$ cat src/rtl/core/round_robin_packet_scheduler_core_assert.svh
// assertion macros shared by the scheduler rtl
// each macro expects clk and rst_n in the scope where it is used
`ifndef ROUND_ROBIN_PACKET_SCHEDULER_CORE_ASSERT_SVH
`define ROUND_ROBIN_PACKET_SCHEDULER_CORE_ASSERT_SVH

// consequent checked in the same cycle as the antecedent
`define RRPS_ASSERT_SAME(label, ante, cons, msg) \
    label: assert property (@(posedge clk) disable iff (!rst_n) (ante) |-> (cons)) \
        else $error(msg);

// consequent checked in the cycle after the antecedent
`define RRPS_ASSERT_NEXT(label, ante, cons, msg) \
    label: assert property (@(posedge clk) disable iff (!rst_n) (ante) |=> (cons)) \
        else $error(msg);

`endif

$ cat src/rtl/core/rrps_pkg.sv
// shared types and codes of the round-robin packet scheduler
// no dependencies
package rrps_pkg;

    localparam int TIME_W     = 48;
    localparam int TAG_W      = 32;
    localparam int LEN_W      = 16;
    localparam int RATE_W     = 32;
    localparam int QSEL_W     = 2;
    localparam int STATUS_W   = 2;
    localparam int MAX_QUEUES = 4;

    // 1.0 in q16.16
    localparam logic [RATE_W-1:0] RATE_RESET = 32'h0001_0000;

    localparam logic KIND_ENQUEUE  = 1'b0;
    localparam logic KIND_DISPATCH = 1'b1;

    localparam logic [STATUS_W-1:0] STATUS_ACCEPTED = 2'd0;
    localparam logic [STATUS_W-1:0] STATUS_DROPPED  = 2'd1;
    localparam logic [STATUS_W-1:0] STATUS_SERVED   = 2'd2;
    localparam logic [STATUS_W-1:0] STATUS_IDLE     = 2'd3;

    typedef struct packed {
        logic [TIME_W-1:0] arrival;
        logic [TAG_W-1:0]  tag;
        logic [LEN_W-1:0]  length;
    } slot_t;

    typedef struct packed {
        logic push;
        logic pop;
    } queue_ctrl_t;

    typedef struct packed {
        logic nonempty;
        logic full;
    } queue_stat_t;

    typedef struct packed {
        logic              any;
        logic [QSEL_W-1:0] queue;
    } pick_t;

endpackage

$ cat src/rtl/core/rrps_queue.sv
// one packet fifo with its head held in a register, refilled from the memory
// depends on rrps_pkg and the assertion macro header
`include "round_robin_packet_scheduler_core_assert.svh"

module rrps_queue
    import rrps_pkg::*;
#(
    parameter int DEPTH = 16
)
(
    input  logic        clk,
    input  logic        rst_n,
    input  queue_ctrl_t ctrl,
    input  slot_t       push_data,
    output queue_stat_t stat,
    output slot_t       head
);

    localparam int PTR_W = (DEPTH > 1) ? $clog2(DEPTH) : 1;
    localparam int CNT_W = $clog2(DEPTH + 1);

    localparam logic [PTR_W-1:0] PTR_LAST = PTR_W'(DEPTH - 1);
    localparam logic [CNT_W-1:0] CNT_FULL = CNT_W'(DEPTH);

    slot_t            mem [DEPTH];
    slot_t            head_reg;
    logic [PTR_W-1:0] rd_ptr_reg;
    logic [PTR_W-1:0] rd_ptr_next;
    logic [PTR_W-1:0] wr_ptr_reg;
    logic [PTR_W-1:0] wr_ptr_next;
    logic [CNT_W-1:0] count_reg;
    logic [CNT_W-1:0] count_next;

    always_comb
    begin
        rd_ptr_next = rd_ptr_reg;
        wr_ptr_next = wr_ptr_reg;
        count_next  = count_reg;
        if (ctrl.pop)
        begin
            rd_ptr_next = (rd_ptr_reg == PTR_LAST) ? '0 : rd_ptr_reg + 1'b1;
            count_next  = count_reg - 1'b1;
        end
        if (ctrl.push)
        begin
            wr_ptr_next = (wr_ptr_reg == PTR_LAST) ? '0 : wr_ptr_reg + 1'b1;
            count_next  = count_reg + 1'b1;
        end
    end

    always_ff @(posedge clk or negedge rst_n)
    begin
        if (!rst_n)
        begin
            rd_ptr_reg <= '0;
            wr_ptr_reg <= '0;
            count_reg  <= '0;
        end
        else
        begin
            rd_ptr_reg <= rd_ptr_next;
            wr_ptr_reg <= wr_ptr_next;
            count_reg  <= count_next;
        end
    end

    // read at the next head address so the head register is current after every edge;
    // a push into an empty queue lands straight in the head register
    always_ff @(posedge clk)
    begin
        if (ctrl.push)
        begin
            mem[wr_ptr_reg] <= push_data;
        end
        if (ctrl.push && (wr_ptr_reg == rd_ptr_next))
        begin
            head_reg <= push_data;
        end
        else
        begin
            head_reg <= mem[rd_ptr_next];
        end
    end

    assign head          = head_reg;
    assign stat.nonempty = (count_reg != '0);
    assign stat.full     = (count_reg == CNT_FULL);

    `RRPS_ASSERT_SAME(a_no_push_when_full, ctrl.push, count_reg != CNT_FULL, "push into full queue")
    `RRPS_ASSERT_SAME(a_no_pop_when_empty, ctrl.pop, count_reg != '0, "pop from empty queue")
    `RRPS_ASSERT_NEXT(a_push_fills, ctrl.push, stat.nonempty, "queue empty after push")

endmodule

$ cat config.mk
export PLATFORM = sky130hd
export DESIGN_NAME = rrps_queue
export DESIGN_NICKNAME = d
export VERILOG_FILES = /design/src/rtl/core/rrps_pkg.sv /design/src/rtl/core/rrps_queue.sv
export VERILOG_INCLUDE_DIRS = /design/src /design/src/rtl/core
export SDC_FILE = /design/constraint.sdc
export NUM_CORES = 1
export LEC_CHECK = 0
export BUFFER_PORTS_ARGS = -buffer_cell sky130_fd_sc_hd__buf_2
export CORE_UTILIZATION = 50
export CTS_CLUSTER_SIZE = 14
export DETAILED_ROUTE_END_ITERATION = 10
export MAX_ROUTING_LAYER = met4
export PLACE_DENSITY = 0.75
export SYNTH_ARGS = -nofsm -noshare
export SYNTH_HDL_FRONTEND = slang
export SYNTH_SLANG_ARGS = --single-unit
$ cat constraint.sdc
create_clock -name clk -period 24.3 [get_ports clk]
set_input_delay 1.215 -clock clk [delete_from_list [all_inputs] [get_ports clk]]
set_output_delay 1.215 -clock clk [all_outputs]
set_load 0.01 [all_outputs]
# Word-level counts from Yosys, hierarchy flattened
# Memory sizes are Yosys's and may differ from the RTL's. A register that Yosys moved wholly into a read port is not among the register bits.
# Index checks and enable logic that the tools add are counted.
[word_totals]
reg_bits = 13
ramBits = 1536
out_inout_bits = 98
wordCells = 20
mem_count = 1
[op_classes]
n_addsub = 4
eq_ne = 3
muxes = 7
n_reduce_logical = 2
[mem_list]
columns = ["name", "depth", "width", "rd", "rd_ports_with_merged_regs", "wr", "line_no", "rtl"]
rows = [
  ["mem", 16, 96, 1, 1, 1, "rrps_queue.sv:25", "slot_t mem [DEPTH];"],
]
[op_table]
columns = ["cell", "count"]
rows = [
  ["$mux 4", 3],
  ["$mux 5", 2],
  ["$add 4x1->4 const B", 2],
  ["$eq 4x4->1 const B", 2],
  ["$add 5x1->5 const B", 1],
  ["$eq 5x5->1 const B", 1],
  ["$reduce_bool 5->1", 1],
  ["$sub 5x1->5 const B", 1],
  ["$mux 1", 2],
  ["$reduce_bool 2->1", 1],
]

# Longest topological paths before layout
[depth]
ltp_word = 3
ltp_mapped = 6

# Least setup slack after synthesis
# Ideal clock, no wire load.
[synth_timing]
path_kind = "input to register"
start = "input port ctrl[1] (netlist bit)"
end = "memory mem[1][0] (netlist bit), enable pin"
arrival_time_ps = 8113
t_required_ps = 23632
slack_ps = 15519
stages = 3
path_buffers = 1
cell_sequence = "clkbuf_1 nand2_1 nor3_1"
[synth_between]
elab_chain_len = 2
[synth_rtl]
columns = ["element", "line_no", "rtl"]
rows = [
  ["start: declaration", "rrps_queue.sv:13", "input queue_ctrl_t ctrl,"],
  ["$mux 1", "rrps_queue.sv:71", "if (ctrl.push)"],
  ["$mux 1 (not written as such)", "rrps_queue.sv:73", "mem[wr_ptr_reg] <= push_data;"],
  ["end: declaration", "rrps_queue.sv:25", ""],
]
# Every way passes these cells.

==> qor.yml <==
floorplanning:
  start_util_pct: 50.66
  die_area_um2: 117900
  core_um2: 115000
  rows: 124
  die_y_um: 343.3
  die_w_um: 343.3
  ios: 198
clocking:
  clock_sinks: 1553
  clock_tree.buffer_depth: 3
  cts_htree_levels: 4
  numCtsBuffers: 154
  insertion_delay_ns: 0.76
  cts_tree: "built"
  cts_setup_buffers: 0
  cts_resized: 0
  root_buffer: "clkbuf_16"
  clk_pin_slew_ns: 0.06
  ctsHoldBuffers: 0
critical_path:
  slowest_delay_ns: 0.93
  required_ns: 23.08
  worst-path-max-fanout: 52
  start_kind: "register"
  worstPathCellList: "buf_4, buf_4, mux4_2, a22oi_1, nand2_1, buf_2"
  cp_data_arrival_time_ns: 4.71
  path_class: "register to output pin"
  path_common_cell: "buf_4"
  end_kind: "output pin"
  slowest_stage: "buf_4"
global_routing:
  grt_pass1_vias: 28464
  grt_usage_pct: 23.53
  gr-total-overflow: 0
  grt_pass1_wl_um: 191000
  antenna_found_initial: 34
  grt_max_degree: 149
sta:
  fmax_mhz: 168.7
  skew_ns: 0.02599
  finalSetupViolations: 0
  finalSetupTns_ns: 0
  finalHoldViolations: 0
  timing.final.ws_setup_ns: 18.37
  post-route-period-util_pct: 24.40
  timing.final.max_slew_violations: 0
  whs_ns: 0.3436
  worstMarginPinSlew_ns: 1.282
  rsz0062_at_grt: "false"
  slew_headroom_pct: 14.32
  period_needed_ns: 5.928
status:
  status: "complete, no violations"
placement:
  portBuffers: 197
  gp_congestion: 0.7288
  dp_slack_ns: 19.00
  place_hpwl_um: 62580
cells_and_area:
  nets: 2815
  largest_register_ffs: 1536
  post-route-util_pct: 57.22
  drive_gt1_share_pct: 30.45
  layout_common_cells: "edfxtp_1, mux4_2, buf_2, a22oi_1, clkbuf_16"
  area_delta_synth_final_pct: 12.94
  layout_commonest_cell: "edfxtp_1"
power_and_ir_drop:
  p_clk_share_pct: 31.0
  p_total_w: 0.007238
  leakage_nw: 20.86
  internal_power_w: 0.005136
  p_sw_share_pct: 29.04
  switchingPower_w: 0.002102
  p_per_area_nw_per_um2: 110.0
  p_seq_share_pct: 45.2
  peakVddDrop_uv: 83.10
  combPwrFrac_pct: 23.8
route:
  vias: 27160
  firstDrtPassIters: 5
  route.detailed.drc: 0
  viasPerCell: 6.211
  wire_per_inst_um: 30.27
  drt_iter0_drc: 3258
  detail-route-antenna-nets: 0
  wl_um: 132400
logic_synthesis:
  syn_area_um2: 58250
  synthFlopType: "edfxtp_1"
  synth_edf_count: 1536
  syn_area_per_cell_um2: 23.84
  synthesis.nets: 2552
  syn_inst: 2443
  yosysSeqAreaShare_pct: 79.88
  async_flop_share_pct: 0.8371
  ys_ff_latch: 1553
  yosysWarningCount: 0
  synth_cell_types: 30
worst_hold_path:
  hp-class: "input port to asynchronous set/reset pin"
flow_run:
  drv_cap: 0
==> routing by layer <==
metal	track usage [%]	wire, um	share of wire, %
met5	-	0	0
met4	6.722	2938	2.2
met3	6.195	13620	10
met1	31.06	50800	38
met2	36.39	65030	49
==> worst paths after layout <==
check	startpoint	to	slack, ns	cells after the start
worst max-delay path	register	head[45]	18.37	6
worst min-delay path	rst_n	count_reg[4]$_DFFE_PN0P_	0.34	1
worst max register to register	wr_ptr_reg[3]$_DFFE_PN0P_	mem[4][46]$_DFFE_PP_	20.39	4
worst min register to register	count_reg[4]$_DFFE_PN0P_	count_reg[4]$_DFFE_PN0P_	0.49	1
max in group asynchronous	rst_n	wr_ptr_reg[2]$_DFFE_PN0P_	23.71	1
min in group clk	count_reg[4]$_DFFE_PN0P_	count_reg[4]$_DFFE_PN0P_	0.49	1
==> synthesized netlist by cell type, drive strengths merged, types with 5 or more instances <==
library cell / n / share of area, %
a22oi: 192 / 2.5
dfrtp: 13 / 0.56
o21ai: 8 / 0.069
mux4: 384 / 15
xnor2: 5 / 0.075
clkbuf: 53 / 0.34
nand2b: 6 / 0.064
nor2: 16 / 0.10
edfxtp: 1536 / 79
nand2: 109 / 0.70
buf: 80 / 0.93
ha: 8 / 0.17
==> area by class of cell <==
class                           count  area [um^2]
Sequential cell                  1553        46540
Multi-Input combinational cell    753        11100
Timing Repair Buffer              240         1409
Clock inverter                     87        603.1
Clock buffer                      194         4153
Fill cell                        7915        49180
Inverter                            4        15.01
Antenna cell                       30        75.07
Tap cell                         1512         1892
==> critical path, delay by kind of cell (launching register included) <==
| kind | cells | cell delay (ns) |
|---|---|---|
| buffers and inverters | 3 | 2.02 |
| AO/OA/AOI/OAI | 1 | 0.20 |
| flip-flops | 1 | 0.80 |
| multiplexers | 1 | 0.62 |
| AND/OR/NAND/NOR | 1 | 0.19 |
==> power groups by stage <==
stage          combinational (W)  sequential, W  clock, W
3_5_place_dp             0.00173        0.00332         0
6_report                 0.00172        0.00327   0.00225
3_3_place_gp             0.00171        0.00330         0
5_1_grt                  0.00184        0.00328   0.00237
4_1_cts                  0.00175        0.00327   0.00228
2_1_floorplan            0.00112        0.00330         0
==> stage by stage <==
| step | instances | instance area, um^2 |
|---|---|---|
| 2_1_floorplan | 2443 | 58250 |
| 3_3_place_gp | 4062 | 60950 |
| 3_5_place_dp | 4062 | 60950 |
| 4_1_cts | 4343 | 65710 |
| 5_1_grt | 4365 | 65760 |
| 6_report | 4373 | 65780 |
==> logic make-up after synthesis <==
kind of cell               after synthesis  synth area share (%)
xor gates and xnor gates                 6               0.09022
AOI/OAI and AO/OA                      207                 2.619
DFF                                   1553                 79.88
adders and majority gates                9                0.2062
and+or+nand+nor                        144                0.9968
muxes                                  387                 14.90
buffers and inverters                  137                 1.300
No activity file was read; power rests on OpenSTA's default activity.
