File: src/rtl/core/round_robin_packet_scheduler_core_assert.svh
// assertion macros shared by the scheduler rtl
// each macro expects clk and rst_n in the scope where it is used
`ifndef ROUND_ROBIN_PACKET_SCHEDULER_CORE_ASSERT_SVH
`define ROUND_ROBIN_PACKET_SCHEDULER_CORE_ASSERT_SVH

// consequent checked in the same cycle as the antecedent
`define RRPS_ASSERT_SAME(label, ante, cons, msg) \
    label: assert property (@(posedge clk) disable iff (!rst_n) (ante) |-> (cons)) \
        else $error(msg);

// consequent checked in the cycle after the antecedent
`define RRPS_ASSERT_NEXT(label, ante, cons, msg) \
    label: assert property (@(posedge clk) disable iff (!rst_n) (ante) |=> (cons)) \
        else $error(msg);

`endif

File: src/rtl/core/rrps_pkg.sv
// shared types and codes of the round-robin packet scheduler
// no dependencies
package rrps_pkg;

    localparam int TIME_W     = 48;
    localparam int TAG_W      = 32;
    localparam int LEN_W      = 16;
    localparam int RATE_W     = 32;
    localparam int QSEL_W     = 2;
    localparam int STATUS_W   = 2;
    localparam int MAX_QUEUES = 4;

    // 1.0 in q16.16
    localparam logic [RATE_W-1:0] RATE_RESET = 32'h0001_0000;

    localparam logic KIND_ENQUEUE  = 1'b0;
    localparam logic KIND_DISPATCH = 1'b1;

    localparam logic [STATUS_W-1:0] STATUS_ACCEPTED = 2'd0;
    localparam logic [STATUS_W-1:0] STATUS_DROPPED  = 2'd1;
    localparam logic [STATUS_W-1:0] STATUS_SERVED   = 2'd2;
    localparam logic [STATUS_W-1:0] STATUS_IDLE     = 2'd3;

    typedef struct packed {
        logic [TIME_W-1:0] arrival;
        logic [TAG_W-1:0]  tag;
        logic [LEN_W-1:0]  length;
    } slot_t;

    typedef struct packed {
        logic push;
        logic pop;
    } queue_ctrl_t;

    typedef struct packed {
        logic nonempty;
        logic full;
    } queue_stat_t;

    typedef struct packed {
        logic              any;
        logic [QSEL_W-1:0] queue;
    } pick_t;

endpackage

File: src/rtl/core/rrps_select.sv
// queue picker: first overdue head in round-robin order, else earliest head
// depends on rrps_pkg
module rrps_select
    import rrps_pkg::*;
#(
    parameter int QUEUE_COUNT = 4
)
(
    input  logic [QSEL_W-1:0] last_served,
    input  queue_stat_t       stat         [MAX_QUEUES],
    input  logic [TIME_W-1:0] arrival      [MAX_QUEUES],
    input  logic [TIME_W-1:0] current_time,
    output pick_t             pick
);

    logic [QSEL_W-1:0] ord_q [MAX_QUEUES];
    logic              ord_v [MAX_QUEUES];
    logic [TIME_W-1:0] ord_a [MAX_QUEUES];
    logic              win   [MAX_QUEUES];
    logic              found;
    logic [QSEL_W-1:0] pick_first;
    logic [QSEL_W-1:0] pick_min;
    logic              any_queued;

    // queues laid out in scan order, starting after the last served one
    always_comb
    begin
        logic [QSEL_W:0] slot;
        for (int k = 0; k < MAX_QUEUES; k++)
        begin
            slot = {1'b0, last_served} + (QSEL_W+1)'(k + 1);
            if (slot >= (QSEL_W+1)'(QUEUE_COUNT))
            begin
                slot = slot - (QSEL_W+1)'(QUEUE_COUNT);
            end
            ord_q[k] = slot[QSEL_W-1:0];
            ord_v[k] = (k < QUEUE_COUNT) && stat[slot[QSEL_W-1:0]].nonempty;
            ord_a[k] = arrival[slot[QSEL_W-1:0]];
        end
    end

    // first head that arrived strictly before now
    always_comb
    begin
        found      = 1'b0;
        pick_first = '0;
        for (int k = 0; k < MAX_QUEUES; k++)
        begin
            if (!found && ord_v[k] && (ord_a[k] < current_time))
            begin
                found      = 1'b1;
                pick_first = ord_q[k];
            end
        end
    end

    // earliest head, ties to the one met first in scan order
    always_comb
    begin
        for (int k = 0; k < MAX_QUEUES; k++)
        begin
            win[k] = ord_v[k];
            for (int j = 0; j < MAX_QUEUES; j++)
            begin
                if ((j != k) && ord_v[j])
                begin
                    if (j < k)
                    begin
                        if (!(ord_a[k] < ord_a[j]))
                        begin
                            win[k] = 1'b0;
                        end
                    end
                    else if (!(ord_a[k] <= ord_a[j]))
                    begin
                        win[k] = 1'b0;
                    end
                end
            end
        end
        pick_min   = '0;
        any_queued = 1'b0;
        for (int k = 0; k < MAX_QUEUES; k++)
        begin
            if (win[k])
            begin
                pick_min = ord_q[k];
            end
            any_queued = any_queued | ord_v[k];
        end
    end

    always_comb
    begin
        pick.any   = any_queued;
        pick.queue = found ? pick_first : pick_min;
    end

endmodule

File: config.mk
export PLATFORM = sky130hd
export DESIGN_NAME = rrps_select
export DESIGN_NICKNAME = d
export VERILOG_FILES = /design/src/rtl/core/round_robin_packet_scheduler_core_assert.svh /design/src/rtl/core/rrps_pkg.sv /design/src/rtl/core/rrps_select.sv
export SDC_FILE = /design/constraint.sdc
export NUM_CORES = 1
export LEC_CHECK = 0
export ABC_AREA = 1
export BUFFER_PORTS_ARGS = -buffer_cell sky130_fd_sc_hd__buf_2
export CELL_PAD_IN_SITES_DETAIL_PLACEMENT = 1
export CELL_PAD_IN_SITES_GLOBAL_PLACEMENT = 1
export CORE_MARGIN = 2
export CORE_UTILIZATION = 42
export DETAILED_ROUTE_END_ITERATION = 8
export GPL_TIMING_DRIVEN = 0
export PLACE_DENSITY_LB_ADDON = 0.08
export SLEW_MARGIN = 0
export SYNTH_ARGS = -nofsm -noshare
export SYNTH_HDL_FRONTEND = slang
export SYNTH_SLANG_ARGS = --single-unit
File: constraint.sdc
create_clock -name vclk -period 5.2
set_clock_uncertainty 0.1 [all_clocks]
set_input_delay 0.52 -clock vclk [all_inputs]
set_output_delay 0.52 -clock vclk [all_outputs]
set_load 0.05 [all_outputs]
Word-level counts from Yosys, hierarchy flattened. Index checks and enable logic that the tools add are counted.

Register bits: 0. Bits of input ports: 250. Output and inout port bits: 3. Logic and storage cells: 114.

Add/subtract/negate cells: 8. Magnitude comparators: 24. Multiplexer cells: 65. Bitwise logic cells: 7. Reduce and logical (&&, ||, !) cells: 10.

Operator list (number): $lt A48 B48 Y1 (10); $bmux W48 S2 (4); $mux W48 (8); $le A48 B48 Y1 (6); $mux W2 (21); $mux W1 (28); $ge A3 B3 Y1 const B (8); $bmux W2 S2 (4); $not A2 Y3 (4); $sub A2 B1 Y2 const B (4); $logic_and A1 B1 Y1 (7); $add A2 B2 Y3 const B (2); $add A2 B1 Y3 const B (1); $add A2 B3 Y3 const B (1); $logic_not A1 Y1 (3); $or A1 B1 Y1 (3).

Logic depth before layout (Yosys ltp). Gate-level depths: netlist of run 1.

Depth after elaboration: 23. Depth in mapped cells: 30. Gate-level depth less buffers: 26.

Worst setup path after synthesis of run 1. No wires, ideal clock.

Path kind: input to output. Start point: in last_served[0]. End point: out pick[0] in the netlist's numbering. Arrival time: 3.877 ns. Data required time: 4.580 ns. Slack: 0.703 ns. Stages: 23. Path buffers: 5. Cells stage by stage: buf_6 > buf_6 > buf_2 > buf_2 > buf_2 > mux2i_1 > inv_1 > o21ai_0 > inv_1 > ha_1 > nand4_1 > or2_2 > inv_1 > nand2_1 > nor2_1 > nand2_1 > o2111ai_1 > nor2_1 > nand2_4 > inv_1 > o21ai_0 > nand3_1 > nand3_1.

RTL lines: from (decl) (RTL line rrps_select.sv:9) `input logic [QSEL_W-1:0] last_served,`; to (decl) (RTL line rrps_select.sv:13) `output pick_t pick`.

==> impl_metrics.json, run 1 <==
{
  "start_util_pct": 42.8,
  "die_w_um": 203,
  "holdCritPathClass": "input port to output pin",
  "startpoint_type": "input port",
  "grt_max_degree": 20,
  "syn_to_final_growth_pct": 14.4,
  "avgSynthCellArea_um2": 6.10,
  "min_period_over_period_pct": 100,
  "vias": 19800,
  "fin_cells": 3493,
  "required_ps": 4580,
  "gr-max-usage-layer": "met2",
  "row_count": 72,
  "ys_seq_area_share_pct": 0,
  "crit_end": "pick[1]",
  "use_met2_pct": 59.1,
  "placed_cells": 3488,
  "synthDistinctLibCells": 44,
  "hold_start": "last_served[1]",
  "setup_viol": 1,
  "syn_area_um2": 16600,
  "clockBufferCount": 0,
  "hold_viol": 0,
  "drc": 0,
  "drt_iter0_markers": 1093,
  "synth_area_leaders": "ha_1 (36%), nand2_1 (13%), inv_1 (9.8%)",
  "fin_crit_ps": 5200,
  "postSynthCellCount": 2723,
  "yosys.area.top_type_share_pct": 35.9,
  "grt_pass1_vias": 20300,
  "first_pass_iters": 5,
  "crit_type": "input port to output pin",
  "overflow": 0,
  "drv_cap": 0,
  "cp-end-kind": "output pin",
  "wirelength_um": 72900,
  "sequential_cell_total": 0,
  "violations": "negative setup slack",
  "critPathArrivalTime_ps": 4580,
  "hpwlAfterDp_um": 62900,
  "die_area_um2": 41200,
  "total_power_mw": 2.68,
  "tightest_slew_ps": 966,
  "cts_hold_buf": 0,
  "finalCoreUtilization_pct": 48.9,
  "port_buffers": 247,
  "seq_area_um2": 0,
  "crit_fanout": 10,
  "layout.nets": 3703,
  "syn-num-nets": 3449,
  "powerDensity_nw_per_um2": 141,
  "ir_drop_uv": 76.7,
  "fin_ws_ps": -1.24,
  "crit_start": "last_served[1]",
  "routedWlPerCell_um": 20.9,
  "slowest_stage": "or2_2",
  "grt_first_pass_wirelength_um": 110000,
  "yosysTopAreaCell": "ha_1",
  "leakagePower_nw": 10.8,
  "grt_usage_pct": 34.2,
  "met3_usage_pct": 2.22,
  "io_pins": 253,
  "met1_usage_pct": 45.1,
  "hold_ws_ps": 1570,
  "critPathMaxStageDelay_ps": 380,
  "vias_per_cell": 5.68,
  "yosys_warnings": 0,
  "die_h_um": 203,
  "drive_gt1_share_pct": 16.5,
  "slew_violations": 0,
  "antenna_found_initial": 0,
  "crit_top_cell": "nand2_1",
  "gp_congestion": 0.963,
  "ant_nets": 0,
  "core_um2": 38800,
  "fmax_ghz": 0.192,
  "n_antenna_cell": 0,
  "max_slew_margin_pct": 34.9,
  "status": "finished, violations left",
  "fill_cells": 5513
}
-- area by class of cell --
class,count,area (um^2),area share (%)
multi-input cells,2206,14900,78.3
inverters,439,1660,8.71
repair buffers,253,1290,6.81
well taps,518,648,3.41
plain buffers,77,526,2.77
-- what timing repair did --
item	4_1_cts	5_1_grt
gates resized for setup	116	128
endpoints found under the setup margin	2	2
buffers inserted	0	6
pin swaps	0	5
-- cell families after synthesis --
kind of cell / count (synthesis) / synth area share (%)
and+or+nand+nor: 995 / 26.2
AOI/OAI and AO/OA: 641 / 20.2
buffers and inverters: 517 / 12.1
adders and majority gates: 476 / 35.9
muxes: 94 / 5.66
-- power breakdown --
| group | total, mW | internal, mW | leakage (nW) | switching, mW |
|---|---|---|---|---|
| logic | 2.68 | 0.948 | 10.8 | 1.74 |
| clock network | 0 | 0 | 0 | 0 |
| registers | 0 | 0 | 0 | 0 |
| total | 2.68 | 0.948 | 10.8 | 1.74 |
-- stage by stage --
| stage | cell area (um^2) | setup WS (ps) | TNS [ps] |
|---|---|---|---|
| after global placement | 18500 | -1360 | -2690 |
| final | 19000 | -1.24 | -1.24 |
| after detailed placement | 18500 | -1430 | -2840 |
| after global routing | 19000 | -27.9 | -27.9 |
| after CTS | 18700 | 1.69 | 0 |
| after floorplan | 16600 | 703 | 0 |
-- worst min path at each step --
stage                         end  slack [ps]  cells after the start
after global routing      pick[1]        1600                      6
after CTS                 pick[1]        1580                      6
after global placement    pick[1]        1600                      6
after detailed placement  pick[1]        1590                      6
final                     pick[1]        1570                      6
after floorplan           pick[2]        1470                      7
-- cells in the mapped netlist, types with 6 or more instances --
master	instances
nand2_1	587
ha_1	476
inv_1	433
o21ai_0	296
a21oi_1	236
nor2_1	144
or2_2	97
mux2i_1	94
nand3_1	65
o21ai_1	56
nand4_1	52
clkbuf_1	38
o21a_1	22
buf_1	21
buf_2	14
nor3_1	14
nand2_2	9
nor4_1	8
a211oi_1	6
-- layer usage --
metal  vias to the layer above  part of all wire (%)
li1                       9667                     -
met1                      9540                    45
met2                       530                    47
met3                       100                   5.0
met4                         0                   3.2
met5                         -                     0
-- cell usage in the layout (no fill, tap or decap), types with 3 or more instances in the layout --
master / instances
a211oi_1: 6
clkbuf_4: 6
a21oi_2: 3
buf_4: 11
clkbuf_1: 17
nand3_1: 64
buf_6: 4
o21ai_4: 5
nand2_2: 9
a21o_1: 5
inv_2: 4
nor2_1: 135
nand4_1: 52
mux2i_1: 89
buf_2: 263
a21oi_1: 234
nor4_1: 5
or2_2: 97
o221a_2: 3
nor3_1: 11
o21bai_1: 5
nor2_2: 8
nand2_1: 586
buf_12: 4
mux2i_2: 5
inv_1: 433
nand3_2: 3
o21ai_2: 28
ha_1: 476
buf_8: 5
o21ai_0: 214
clkbuf_2: 13
nand3b_1: 4
o21a_1: 22
buf_1: 5
o211ai_1: 3
nand2_4: 6
o21ai_1: 108
-- critical path, delay by kind of cell --
family | cells | cell delay, ps
AND/OR/NAND/NOR | 14 | 2060
buffers and inverters | 9 | 1230
AO/OA/AOI/OAI | 3 | 450
adder cells (fa/ha/maj) | 1 | 300
Power figures use the tool's default switching activity.
==> run 2, diff against run 1 <==
Settings changed: BUFFER_PORTS_ARGS -buffer_cell sky130_fd_sc_hd__buf_2 to -buffer_cell sky130_fd_sc_hd__clkbuf_2, CORE_MARGIN 2 to 1.5, SLEW_MARGIN 0 to default.
==> impl_metrics.json, run 2 (synthesized netlist as in run 1, its figures left out) <==
{
  "die_area_um2": 40800,
  "status": "finished, final reports clean",
  "syn_to_final_growth_pct": 14.4,
  "seq_area_um2": 0,
  "cts_hold_buf": 0,
  "required_ps": 4580,
  "whs_path_depth": 6,
  "tightest_slew_ps": 1150,
  "startpoint_type": "input port",
  "holdCritPathClass": "input port to output pin",
  "overflow": 0,
  "vias_per_cell": 5.70,
  "slew_violations": 0,
  "crit_start": "last_served[1]",
  "fmax_ghz": 0.195,
  "drive_gt1_share_pct": 16.6,
  "p_seq_share_pct": 0,
  "die_h_um": 202,
  "core_um2": 38800,
  "pre_cts_ws_ps": -1400,
  "critPathArrivalTime_ps": 4520,
  "crit_buf_inv": 8,
  "final_cell_area_um2": 19000,
  "max_slew_margin_pct": 23.6,
  "grt_first_pass_wirelength_um": 110000,
  "clkPwrFrac_pct": 0,
  "switchingPower_mw": 1.73,
  "n_antenna_cell": 0,
  "die_w_um": 202,
  "antenna_found_initial": 0,
  "layout.nets": 3698,
  "finalCoreUtilization_pct": 48.9,
  "min_period_over_period_pct": 98.9,
  "crit_end": "pick[0]",
  "powerDensity_nw_per_um2": 141,
  "grt_pass1_vias": 20500,
  "final_common_cell": "nand2_1",
  "routedWlPerCell_um": 20.7,
  "io_pins": 253,
  "total_power_mw": 2.68,
  "crit_top_cell": "inv_1",
  "wirelength_um": 72100,
  "hold_viol": 0,
  "port_buffers": 247,
  "drv_cap": 0,
  "sequential_cell_total": 0,
  "start_util_pct": 42.8,
  "mostFrequentLayoutCells": "nand2_1 (584), ha_1 (476), inv_1 (433), clkbuf_2 (256), a21oi_1 (235)",
  "leakagePower_nw": 10.8,
  "fin_ws_ps": 59.5,
  "crit_family": "simple AND/OR/NAND/NOR gates",
  "vias": 19900,
  "path_cells": "buf_6 -> inv_6 -> nand2_1 -> nand2_4 -> buf_8 -> clkbuf_2 -> o21ai_2 -> inv_1 -> ha_1 -> nand4_1 -> or2_2 -> inv_1 -> nand2_2 -> o21bai_2 -> nand2_1 -> nor2_1 -> nand2_4 -> inv_1 -> o21ai_0 -> nand3_1 -> nand3_2 -> clkbuf_8",
  "grt_max_degree": 20,
  "crit_type": "input port to output pin",
  "hpwlAfterDp_um": 62500,
  "ant_nets": 0,
  "cp-end-kind": "output pin",
  "ir_drop_uv": 96.1,
  "setup_viol": 0,
  "crit_fanout": 10,
  "drc": 0,
  "place_area_um2": 18500,
  "fin_crit_ps": 5140,
  "first_pass_iters": 5,
  "clockBufferCount": 0,
  "p_comb_share_pct": 100.0,
  "slowest_stage": "o21ai_2",
  "gp_congestion": 0.979,
  "p_int_uw": 949,
  "fin_setup_tns_ps": 0,
  "swShare_pct": 64.6,
  "drt_iter0_markers": 867,
  "row_count": 72,
  "critPathMaxStageDelay_ps": 400,
  "cp_num_cells": 22,
  "grt_usage_pct": 34.0
}
run 2: cell type report:
cell class / instances / area (um^2)
buffer: 77 / 512
multi-input combinational: 2206 / 14900
inverter: 439 / 1660
timing repair buffer: 248 / 1260
fill: 5471 / 19800
tap: 518 / 648
run 2: through the flow:
stage | hold WS (ps) | std cells
after CTS | 1600 | 3488
after global placement | 1630 | 3488
after floorplan | 1470 | 2723
after global routing | 1610 | 3488
after detailed placement | 1620 | 3488
final | 1570 | 3488
run 2: power groups by stage:
stage / registers (mW) / logic, mW / clock network, mW
after floorplan: 0 / 1.68 / 0
after global placement: 0 / 2.38 / 0
after detailed placement: 0 / 2.54 / 0
after CTS: 0 / 2.58 / 0
after global routing: 0 / 2.99 / 0
final: 0 / 2.68 / 0
run 2: how the worst min path moves through the flow:
stage / to / from / slack (ps)
6_report: pick[1] / last_served[1] / 1570
5_1_grt: pick[1] / last_served[1] / 1610
4_1_cts: pick[1] / last_served[1] / 1600
3_5_place_dp: pick[1] / last_served[1] / 1620
3_3_place_gp: pick[1] / last_served[1] / 1630
2_1_floorplan: pick[2] / stat[7] / 1470
run 2: metal layers:
layer  global-route usage (%)  up-vias  routed length, um
li1                         -     9652                  -
met1                     44.4     9567              32200
met2                     60.3      574              34000
met3                     1.52      104               3440
met4                     9.81        0               2480
met5                        0        -                  0
run 2: timing repair:
| item | 4_1_cts | 5_1_grt |
|---|---|---|
| endpoints found under the setup margin | 2 | 2 |
| pin swaps | 2 | 8 |
| endpoints found under the hold margin | 0 | 0 |
| buffers inserted | 1 | 0 |
| resized for setup | 109 | 140 |
| gates cloned | 0 | 0 |
